**src/rtl/lsf_pkg.sv**
```systemverilog
// ----------------------------------------------------------------------------
// lsf_pkg - shared types and constants of the line substring filter
// Payload structs of both channels, register map codes and sizing defaults.
// ----------------------------------------------------------------------------
package lsf_pkg;

	// default sizing
	localparam int MAX_PATTERN_DEF = 16;
	localparam int MAX_LINE_DEF    = 1023;

	// pattern storage is fixed by the register map: two 64-bit words
	localparam int PAT_BYTES = 16;
	localparam int PIDX_W    = 4;

	// configuration port
	localparam int APB_ADDR_W = 5;
	localparam int APB_DATA_W = 64;
	localparam int PLEN_W     = 5;

	// register indexes, taken from paddr[4:3]
	localparam logic [1:0] REG_PAT_LO = 2'd0;
	localparam logic [1:0] REG_PAT_HI = 2'd1;
	localparam logic [1:0] REG_PAT_LEN = 2'd2;
	localparam logic [1:0] REG_INVERT = 2'd3;

	// field widths and special bytes
	localparam int LINE_NUM_W = 32;
	localparam int LINE_LEN_W = 10;
	localparam logic [7:0] NEWLINE_BYTE = 8'd10;
	localparam logic [7:0] NUL_BYTE     = 8'd0;

	typedef struct packed {
		logic [7:0] text_byte;
		logic       stream_end;
	} lsf_in_t;

	typedef struct packed {
		logic [LINE_NUM_W-1:0] line_number;
		logic [LINE_LEN_W-1:0] line_length;
		logic                  selected;
	} lsf_out_t;

endpackage

```
**src/rtl/lsf_match.sv**
```systemverilog
// ----------------------------------------------------------------------------
// lsf_match - parallel window compare
// Compares the newest searchable bytes against the tail-aligned pattern.
// ----------------------------------------------------------------------------
module lsf_match #(
	parameter int MAX_PATTERN = lsf_pkg::MAX_PATTERN_DEF,
	localparam int SC_W = $clog2(MAX_PATTERN + 1)
) (
	input  logic [MAX_PATTERN-1:0][7:0]        window,
	input  logic [lsf_pkg::PAT_BYTES-1:0][7:0] pattern,
	input  logic [SC_W-1:0]                    pat_len,
	input  logic [SC_W-1:0]                    avail,
	output logic                               hit
);

	logic [lsf_pkg::PIDX_W-1:0] idx;

	// window byte k (k = 0 newest) must equal pattern byte len-1-k
	always_comb begin
		hit = (pat_len != '0) && (avail >= pat_len);
		idx = '0;
		for (int k = 0; k < MAX_PATTERN; k++) begin
			if (SC_W'(k) < pat_len) begin
				idx = lsf_pkg::PIDX_W'(pat_len - SC_W'(1) - SC_W'(k));
				if (pattern[idx] != window[k]) begin
					hit = 1'b0;
				end
			end
		end
	end

endmodule

```
**src/rtl/line_substring_filter_top.sv**
```systemverilog
// ----------------------------------------------------------------------------
// line_substring_filter_top - fixed-string line filter over a byte stream
// Splits text into lines at newline and reports, per line, its number,
// kept length and whether it contains the configured pattern, optionally inverted.
// ----------------------------------------------------------------------------
// Usage:
//   text channel: one byte per transaction (text_valid / text_stall). With
//   stream_end set the byte is ignored and a non-empty partial line is
//   flushed as if a newline had arrived.
//   result channel: one transaction per line end (result_valid /
//   result_stall) carrying line_number, line_length and selected.
//   Configuration: APB-style writes, 64-bit registers at 8*index; write only
//   while the block is idle.
// Throughput: one byte per cycle while the receiver does not stall a waiting
//   result. The byte is registered, then the whole window compare and line
//   bookkeeping happen combinationally into the result register, so a result is
//   valid once the byte that ends its line has passed both registers.
// Stall: the input register holds one more byte while a result is waiting;
//   text_stall rises only when both that byte and the result register are
//   occupied and the receiver stalls.
// Reset: line counter returns to one, line state clears, configuration registers clear.
// ----------------------------------------------------------------------------
module line_substring_filter_top #(
	parameter int MAX_PATTERN = lsf_pkg::MAX_PATTERN_DEF,
	parameter int MAX_LINE    = lsf_pkg::MAX_LINE_DEF
) (
	input  logic                            clk,
	input  logic                            arst_n,
	// text channel
	input  logic                            text_valid,
	output logic                            text_stall,
	input  lsf_pkg::lsf_in_t                text,
	// result channel
	output logic                            result_valid,
	input  logic                            result_stall,
	output lsf_pkg::lsf_out_t               result,
	// configuration port
	input  logic                            psel,
	input  logic                            penable,
	input  logic                            pwrite,
	input  logic [lsf_pkg::APB_ADDR_W-1:0]  paddr,
	input  logic [lsf_pkg::APB_DATA_W-1:0]  pwdata,
	output logic [lsf_pkg::APB_DATA_W-1:0]  prdata,
	output logic                            pready
);

	localparam int SC_W   = $clog2(MAX_PATTERN + 1);
	localparam int LINE_W = $clog2(MAX_LINE + 1);
	localparam int EXT_W  = (LINE_W > lsf_pkg::LINE_LEN_W) ? LINE_W : lsf_pkg::LINE_LEN_W;
	localparam int RD     = (MAX_PATTERN > 1) ? MAX_PATTERN - 1 : 1;

	// configuration registers
	logic [63:0]                 pat_lo_q;
	logic [63:0]                 pat_hi_q;
	logic [lsf_pkg::PLEN_W-1:0]  pat_len_q;
	logic                        invert_q;

	// input stage
	logic                        s1_valid;
	lsf_pkg::lsf_in_t            s1_item;

	// line state
	logic [RD-1:0][7:0]          recent_q;
	logic [LINE_W-1:0]           line_cnt_q;
	logic [SC_W-1:0]             search_cnt_q;
	logic                        nul_q;
	logic                        found_q;
	logic [lsf_pkg::LINE_NUM_W-1:0] line_num_q;

	// result register
	logic                        out_valid_q;
	lsf_pkg::lsf_out_t           out_q;

	logic                        wr_en;
	logic                        advance;
	logic                        accept;
	logic [SC_W-1:0]             eff_len;
	logic [SC_W-1:0]             search_cnt_nxt;
	logic [MAX_PATTERN-1:0][7:0] window;
	logic                        hit;
	logic                        is_newline;
	logic                        line_end;
	logic                        found_end;
	logic [EXT_W-1:0]            len_ext;

	assign pready = 1'b1;
	assign wr_en  = psel && penable && pwrite;

	// register writes
	always_ff @(posedge clk or negedge arst_n) begin
		if (!arst_n) begin
			pat_lo_q  <= '0;
			pat_hi_q  <= '0;
			pat_len_q <= '0;
			invert_q  <= 1'b0;
		end else if (wr_en) begin
			unique case (paddr[4:3])
				lsf_pkg::REG_PAT_LO:  pat_lo_q  <= pwdata;
				lsf_pkg::REG_PAT_HI:  pat_hi_q  <= pwdata;
				lsf_pkg::REG_PAT_LEN: pat_len_q <= pwdata[lsf_pkg::PLEN_W-1:0];
				lsf_pkg::REG_INVERT:  invert_q  <= pwdata[0];
				default: ;
			endcase
		end
	end

	// register reads
	always_comb begin
		unique case (paddr[4:3])
			lsf_pkg::REG_PAT_LO:  prdata = pat_lo_q;
			lsf_pkg::REG_PAT_HI:  prdata = pat_hi_q;
			lsf_pkg::REG_PAT_LEN: prdata = 64'(pat_len_q);
			lsf_pkg::REG_INVERT:  prdata = 64'(invert_q);
			default:              prdata = '0;
		endcase
	end

	// handshake: process the held byte whenever the result register can take a result
	assign advance      = s1_valid && (!out_valid_q || !result_stall);
	assign text_stall   = s1_valid && !advance;
	assign accept       = text_valid && !text_stall;
	assign result_valid = out_valid_q;
	assign result       = out_q;

	// clamp pattern length
	assign eff_len = (pat_len_q > lsf_pkg::PLEN_W'(MAX_PATTERN)) ?
		SC_W'(MAX_PATTERN) : SC_W'(pat_len_q);

	// searchable count after this byte, saturated at the pattern size
	assign search_cnt_nxt = (search_cnt_q == SC_W'(MAX_PATTERN)) ?
		search_cnt_q : search_cnt_q + SC_W'(1);

	// newest byte first, then the stored history
	always_comb begin
		window[0] = s1_item.text_byte;
		for (int k = 1; k < MAX_PATTERN; k++) begin
			window[k] = recent_q[k-1];
		end
	end

	lsf_match #(
		.MAX_PATTERN(MAX_PATTERN)
	) u_match (
		.window (window),
		.pattern({pat_hi_q, pat_lo_q}),
		.pat_len(eff_len),
		.avail  (search_cnt_nxt),
		.hit    (hit)
	);

	assign is_newline = (s1_item.text_byte == lsf_pkg::NEWLINE_BYTE);
	assign line_end   = s1_item.stream_end ? (line_cnt_q != '0) : is_newline;
	assign found_end  = (eff_len == '0) ? (search_cnt_q != '0) : found_q;
	assign len_ext    = EXT_W'(line_cnt_q);

	// input register
	always_ff @(posedge clk or negedge arst_n) begin
		if (!arst_n) begin
			s1_valid <= 1'b0;
		end else if (accept) begin
			s1_valid <= 1'b1;
		end else if (advance) begin
			s1_valid <= 1'b0;
		end
	end

	always_ff @(posedge clk) begin
		if (accept) begin
			s1_item <= text;
		end
	end

	// line bookkeeping
	always_ff @(posedge clk or negedge arst_n) begin
		if (!arst_n) begin
			recent_q     <= '0;
			line_cnt_q   <= '0;
			search_cnt_q <= '0;
			nul_q        <= 1'b0;
			found_q      <= 1'b0;
			line_num_q   <= lsf_pkg::LINE_NUM_W'(1);
		end else if (advance) begin
			if (line_end) begin
				recent_q     <= '0;
				line_cnt_q   <= '0;
				search_cnt_q <= '0;
				nul_q        <= 1'b0;
				found_q      <= 1'b0;
				if (line_num_q != '1) begin
					line_num_q <= line_num_q + lsf_pkg::LINE_NUM_W'(1);
				end
			end else if (!s1_item.stream_end && (line_cnt_q < LINE_W'(MAX_LINE))) begin
				line_cnt_q <= line_cnt_q + LINE_W'(1);
				if (!nul_q) begin
					if (s1_item.text_byte == lsf_pkg::NUL_BYTE) begin
						nul_q <= 1'b1;
					end else begin
						search_cnt_q <= search_cnt_nxt;
						found_q      <= found_q || hit;
						recent_q[0]  <= s1_item.text_byte;
						for (int k = 1; k < RD; k++) begin
							recent_q[k] <= recent_q[k-1];
						end
					end
				end
			end
		end
	end

	// result register: load on line end, drop once taken
	always_ff @(posedge clk or negedge arst_n) begin
		if (!arst_n) begin
			out_valid_q <= 1'b0;
		end else if (advance && line_end) begin
			out_valid_q <= 1'b1;
		end else if (!result_stall) begin
			out_valid_q <= 1'b0;
		end
	end

	always_ff @(posedge clk) begin
		if (advance && line_end) begin
			out_q.line_number <= line_num_q;
			out_q.line_length <= len_ext[lsf_pkg::LINE_LEN_W-1:0];
			out_q.selected    <= found_end ^ invert_q;
		end
	end

endmodule

```
**config.mk**
```make
export PLATFORM = sky130hd
export DESIGN_NAME = line_substring_filter_top
export DESIGN_NICKNAME = d
export VERILOG_FILES = /design/src/rtl/lsf_pkg.sv /design/src/rtl/lsf_match.sv /design/src/rtl/line_substring_filter_top.sv
export SDC_FILE = /design/constraint.sdc
export NUM_CORES = 1
export LEC_CHECK = 0
export BUFFER_PORTS_ARGS = -buffer_cell sky130_fd_sc_hd__buf_2
export CORE_MARGIN = 1.5
export CORE_UTILIZATION = 55
export DETAILED_ROUTE_END_ITERATION = 12
export HOLD_SLACK_MARGIN = 0.1
export PLACE_DENSITY = 0.79
export SYNTH_ARGS = -nofsm -noshare
export SYNTH_HDL_FRONTEND = slang
export SYNTH_SLANG_ARGS = --single-unit
```
**constraint.sdc**
```tcl
create_clock -name clk -period 6.65 [get_ports clk]
set_input_delay 0.665 -clock clk [delete_from_list [all_inputs] [get_ports clk]]
set_output_delay 0.665 -clock clk [all_outputs]
set_load 0.005 [all_outputs]
```
* Word level (Yosys, flattened, before mapping)
Cells that the tools add are included.
** Operators by class
- Add/subtract/negate cells :: 19
- Order comparisons :: 35
- Equality and inequality tests :: 25
- Mux-type cells :: 91
- Bitwise logic cells :: 1
- Reduce and logical (&&, ||, !) cells :: 30
** Operators with widths (count)
- binary-select mux 8 bit (select 4 bit) :: 16
- 2-to-1 mux 120 bit :: 4
- case mux 64 bit (4 select lines) :: 1
- 2-to-1 mux 8 bit :: 16
- inequality test 8 bit :: 16
- less-than comparator 4 x 5 -> 1 bit (second input constant) :: 16
- 2-to-1 mux 1 bit :: 46
- less-than comparator 4 x 5 -> 1 bit (first input constant) :: 8
- adder 32 x 1 -> 32 bit (second input constant) :: 1
- inequality test 32 bit (second input constant) :: 1
- subtractor 4 bit (second input constant) :: 8
- 2-to-1 mux 5 bit :: 6
- less-than comparator 3 x 5 -> 1 bit (first input constant) :: 4
- 2-to-1 mux 10 bit :: 2
- subtractor 4 x 3 -> 4 bit (second input constant) :: 4
- adder 10 x 1 -> 10 bit (second input constant) :: 1
- less-than comparator 1 x 5 -> 1 bit (first input constant) :: 2
- less-than comparator 10 bit (second input constant) :: 1
- less-than comparator 2 x 5 -> 1 bit (first input constant) :: 2
- AND reduction 2 bit :: 5
- nonzero test 10 bit :: 1
- nonzero test 5 bit :: 2
- equality test 8 x 4 -> 1 bit (second input constant) :: 1
- logical AND 1 bit :: 8
- 19 further kinds :: 29
** Word-level totals
- Register bits :: 357
- Input bits :: 85
- Output and inout port bits :: 110
- Word-level logic and storage cells :: 232

* Logic depth before layout (Yosys ltp)
- Depth in word-level cells :: 43
- Depth in mapped cells :: 21
- Depth with buffers taken out :: 15

* Modules after synthesis
Synthesis repeated with hierarchy kept, for this count alone.
** Second synthesis, totals
- Cells, all modules :: 2298
- Area total of the unflattened synthesis :: 24614.9 µm²
** Modules (own cells, without submodules)
- line_substring_filter_top :: instances 1, cells each 1285, area an instance 15534.9 µm²
- lsf_match :: instances 1, cells each 1013, area an instance 9080.0 µm²

* Worst setup path after synthesis
Ideal clock, no wire load.
- Path type :: flip-flop to flip-flop
- Start point :: register pat_len_q[4] in the netlist's numbering
- End point :: register found_q
- Arrival time :: 4.514 ns
- Data required time :: 6.555 ns
- Path slack :: 2.041 ns
- Stages on the path, launching flop included :: 21
- Clock period less this slack :: 4.609 ns
- Path through :: dfrtp_1 > nand2b_1 > buf_4 > buf_2 > buf_2 > buf_1 > ha_1 > buf_2 > buf_2 > buf_2 > clkbuf_1 > mux4_2 > mux2i_1 > mux2i_1 > xor2_1 > nor4_1 > a21oi_1 > nor4_1 > a21o_1 > o2111ai_1 > o31ai_1
** Between the ends
- Longest elaborated chain between the ends :: 43
- Elaborated cells on any way between the ends :: 122
** RTL lines
- start, declared :: line line_substring_filter_top.sv:55 : logic [lsf_pkg::PLEN_W-1:0] pat_len_q;
- start signal, assigned :: line line_substring_filter_top.sv:100 : lsf_pkg::REG_PAT_LEN: pat_len_q <= pwdata[lsf_pkg::PLEN_W-1:0];
- > comparator 5 bit :: line line_substring_filter_top.sv:126 : assign eff_len = (pat_len_q > lsf_pkg::PLEN_W'(MAX_PATTERN)) ?
- 2-to-1 mux 5 bit (*) :: line line_substring_filter_top.sv:126
- parallel branches: the longest is 35 deep, another holds subtractor 4 x 1 -> 4 bit
- 2-to-1 mux 1 bit (*) :: line lsf_match.sv:23 : if (SC_W'(k) < pat_len) begin
- logical OR 1 bit (*) :: line line_substring_filter_top.sv:199 : found_q <= found_q || hit;
- 2-to-1 mux 1 bit (*) :: line line_substring_filter_top.sv:195 : if (s1_item.text_byte == lsf_pkg::NUL_BYTE) begin
- 2-to-1 mux 1 bit (*) :: line line_substring_filter_top.sv:194 : if (!nul_q) begin
- 2-to-1 mux 1 bit (*) :: line line_substring_filter_top.sv:192 : end else if (!s1_item.stream_end && (line_cnt_q < LINE_W'(MAX_LINE))) begin
- 2-to-1 mux 1 bit (*) :: line line_substring_filter_top.sv:183 : if (line_end) begin
- end signal, assigned :: line line_substring_filter_top.sv:199
- end, declared :: line line_substring_filter_top.sv:67 : logic found_q;
Every way passes the cells marked *. The select of a mux whose other input is x is not followed.
A chain may end at the register's enable or synchronous reset.

* Worst setup path after layout
Same ends and word-level chain as after synthesis.

==> metrics.csv <==
metric,value,unit
status,"finished, final reports clean",
max-slew headroom at the worst pin,25.3,%
worst path bufs/invs,2,
iteration count of the initial detailed-routing pass,6,
proportion of register bits with asynchronous set or reset after synthesis,85.4,%
detailed-route wire length per cell,26.8,um
syn avg cell area,11.1,um^2
synthesized netlist net count,2233,
Core Rows,76,
element type at the critical path start,register,
area of the die,0.0445,mm^2
global route total overflow,0,
Final period util,76.2,%
MaxCap Viol Count,0,
Post-synth top cells,"323 x mux2i_1, 304 x dfrtp_1, 143 x mux2_2",
arrival time reported for the critical path endpoint,5.57,ns
count of final hold-check violations,0,
via count of the first global-routing pass,18200,
vertical extent of the die,211,um
number of input and output port buffers inserted,190,
total routing usage reported by global routing,34.4,%
global-route wire length before repair,115000,um
total detailed-routing wirelength,76700,um
main area contributors after synthesis,"dfrtp_1 32%, mux2i_1 14%, mux4_2 7.8%",
CTS tree,done,
most common cell in the netlist,mux2i_1,
Worst-Margin Slew,1.12,ns
Yosys warnings,0,
starting density of the core,55.5,%
clk sinks,357,
unrepaired setup endpoints after global routing,false,
clock transition time at the flip-flop clock pins of the worst setup and hold paths,0.07,ns
total negative slack for setup checks,0,ns
type of the worst setup path,register to register,
post-cts resize count,0,
class of the tightest hold or removal check,primary input to async pin,
buffer count from post-CTS setup fixing,0,
number of register bits inferred by synthesis,357,
total CTS buffers,39,
share of final-layout standard cells stronger than drive strength 1,25.0,%
Chip Width,211,um
family of cells with the greatest summed delay on the critical path,XOR/XNOR gates,
Final setup violation count,0,
number of pins with negative max-slew slack in the final report,0,
number of antenna repair diodes,0,
post-synth top area cell,dfrtp_1,
core area,0.0429,mm^2
Crit path largest cell delay,0.82,ns
minimum period implied by the final worst setup slack,5.07,ns
area share of the largest cell type after synthesis,32.0,%
area of the mapped netlist,0.0238,mm^2
Critical Path End Type,register,
Worst-Skew Late Latency,0.59,ns
crit-path cells,"nand2b_4, ha_1, buf_4, xnor3_2, buf_4, mux2i_1, mux2i_1, xnor2_1, nand4_1, nor4_1, a221oi_1, a21o_1, o31ai_1",
routed vias,19200,
CTS Root Cell,clkbuf_16,
pin count of the biggest net entering global routing,131,
highest clock frequency the design can meet,0.197,GHz
Iteration-0 DRC Markers,2386,
PnR Total Power,12.0,mW
largest fanout on the critical path,37,
required time reported for the critical path endpoint,7.15,ns
antenna violations before repair,0,
Clock Skew,0.0339,ns
routability congestion estimate,0.979,
H-Tree Level Count,2,
distinct cell type count after synthesis,80,
fraction of the yosys area taken by sequential cells,38.6,%
fill cell count,3419,
residual antenna-violating net count after detailed routing,0,
Power Dens Cells,452,mW/mm^2
hold-fix buffer count after cts,0,
dominant register cell in the synthesized netlist,dfrtp_1,
HPWL after detailed placement,56300,um
DRC Markers,0,
highest ir drop seen on vdd,0.255,mV
highest-delay cell along the critical path,dfrtp_2,
IO Count,195,
P&R area growth vs syn,11.6,%
count of nets after finishing,2349,
Mapped Cells,2135,
leak pwr,11.9,nW
number of synthesized flops with an enable pin,52,
Max Buffers Root-to-Sink,3,
Via density,6.68,
cell families (layout without fill, tap and decap cells):
logic type | after synthesis | after routing | synth area share (%)
adder cells (fa/ha/maj) | 13 | 13 | 0.683
multiplexers | 550 | 550 | 28.3
flip-flops | 357 | 357 | 38.6
other | 1 | 1 | 0.0158
AND/OR/NAND/NOR | 471 | 471 | 10.3
AO/OA/AOI/OAI | 383 | 383 | 12.0
XOR/XNOR | 171 | 171 | 6.56
buffers and inverters | 189 | 335 | 3.51
state kept, by name, indices dropped and copies added, names as in the netlist:
signal / flops
found_q: 1
invert_q: 1
len_ext: 10
line_num_q: 32
nul_q: 1
pat_hi_q: 64
pat_len_q: 5
pat_lo_q: 64
recent_q: 120
result: 43
result_valid: 1
s1_item: 9
s1_valid: 1
search_cnt_q: 5
final cells by class:
type	instances	area (um^2)	area share [%]
clock inverters	21	285	1.07
flip-flops and latches	357	9200	34.6
well taps	585	732	2.75
multi-input cells	1589	13800	52.1
clock buffers	50	1070	4.02
inverters	21	80.1	0.301
repair buffers	243	1370	5.17
where the power goes:
part           switching (mW)  internal [mW]  total (mW)
clock network           0.959           1.32        2.27
logic                    3.86           2.68        6.54
registers               0.607           2.58        3.19
placed cells by master (no fill, tap or decap), drive strengths merged, types with 20 or more instances in the layout:
cell type	Yosys	final
mux2i	325	325
dfrtp	304	304
buf	79	243
mux2	143	143
a22o	125	125
nor2	108	108
nand2	104	104
xnor2	102	102
mux4	82	82
xor2	67	67
nand3	60	60
edfxtp	52	52
clkbuf	89	50
a21oi	49	49
o21ai	44	44
a211oi	44	44
nand4	27	27
a31oi	26	26
nor3	26	26
nor2b	25	25
and3b	22	22
inv	20	20
metal layers:
metal / routed length (um) / global-route usage [%] / share of wire (%) / vias to the layer above
li1: - / - / - / 8324
met1: 32400 / 49.3 / 42 / 9624
met2: 34500 / 52.3 / 45 / 1061
met3: 7160 / 7.03 / 9.3 / 141
met4: 2620 / 11.6 / 3.4 / 0
met5: 0 / 0 / 0 / -
worst paths after layout:
check / from / to / slack [ns] / cells after the start
hold reg to reg: line_num_q[12] / line_num_q[12] / 0.49 / 1
min in group clk: text[5] / s1_item[5] / 0.25 / 1
setup reg to reg: pat_len_q[4] / found_q / 1.58 / 13
setup / recovery: pat_len_q[4] / found_q / 1.58 / 13
max in group asynchronous: arst_n / pat_len_q[0] / 4.87 / 2
hold / removal: arst_n / recent_q[62] / 0.18 / 1
through the flow:
stage / instance area [um^2] / util (%) / cells / worst slack [ns] / hold slack, ns
final: 26600 / 62.0 / 2866 / 1.58 / 0.181
after global routing: 26600 / 62.0 / 2866 / 1.25 / 0.232
after CTS: 26600 / 62.0 / 2866 / 1.62 / 0.232
after detailed placement: 25200 / 58.8 / 2795 / 1.64 / 0.482
after global placement: 25200 / 58.8 / 2795 / 1.72 / 0.473
after floorplan: 23800 / - / 2135 / 2.04 / 0.369
Note: power is estimated with default switching activity, not from simulation.
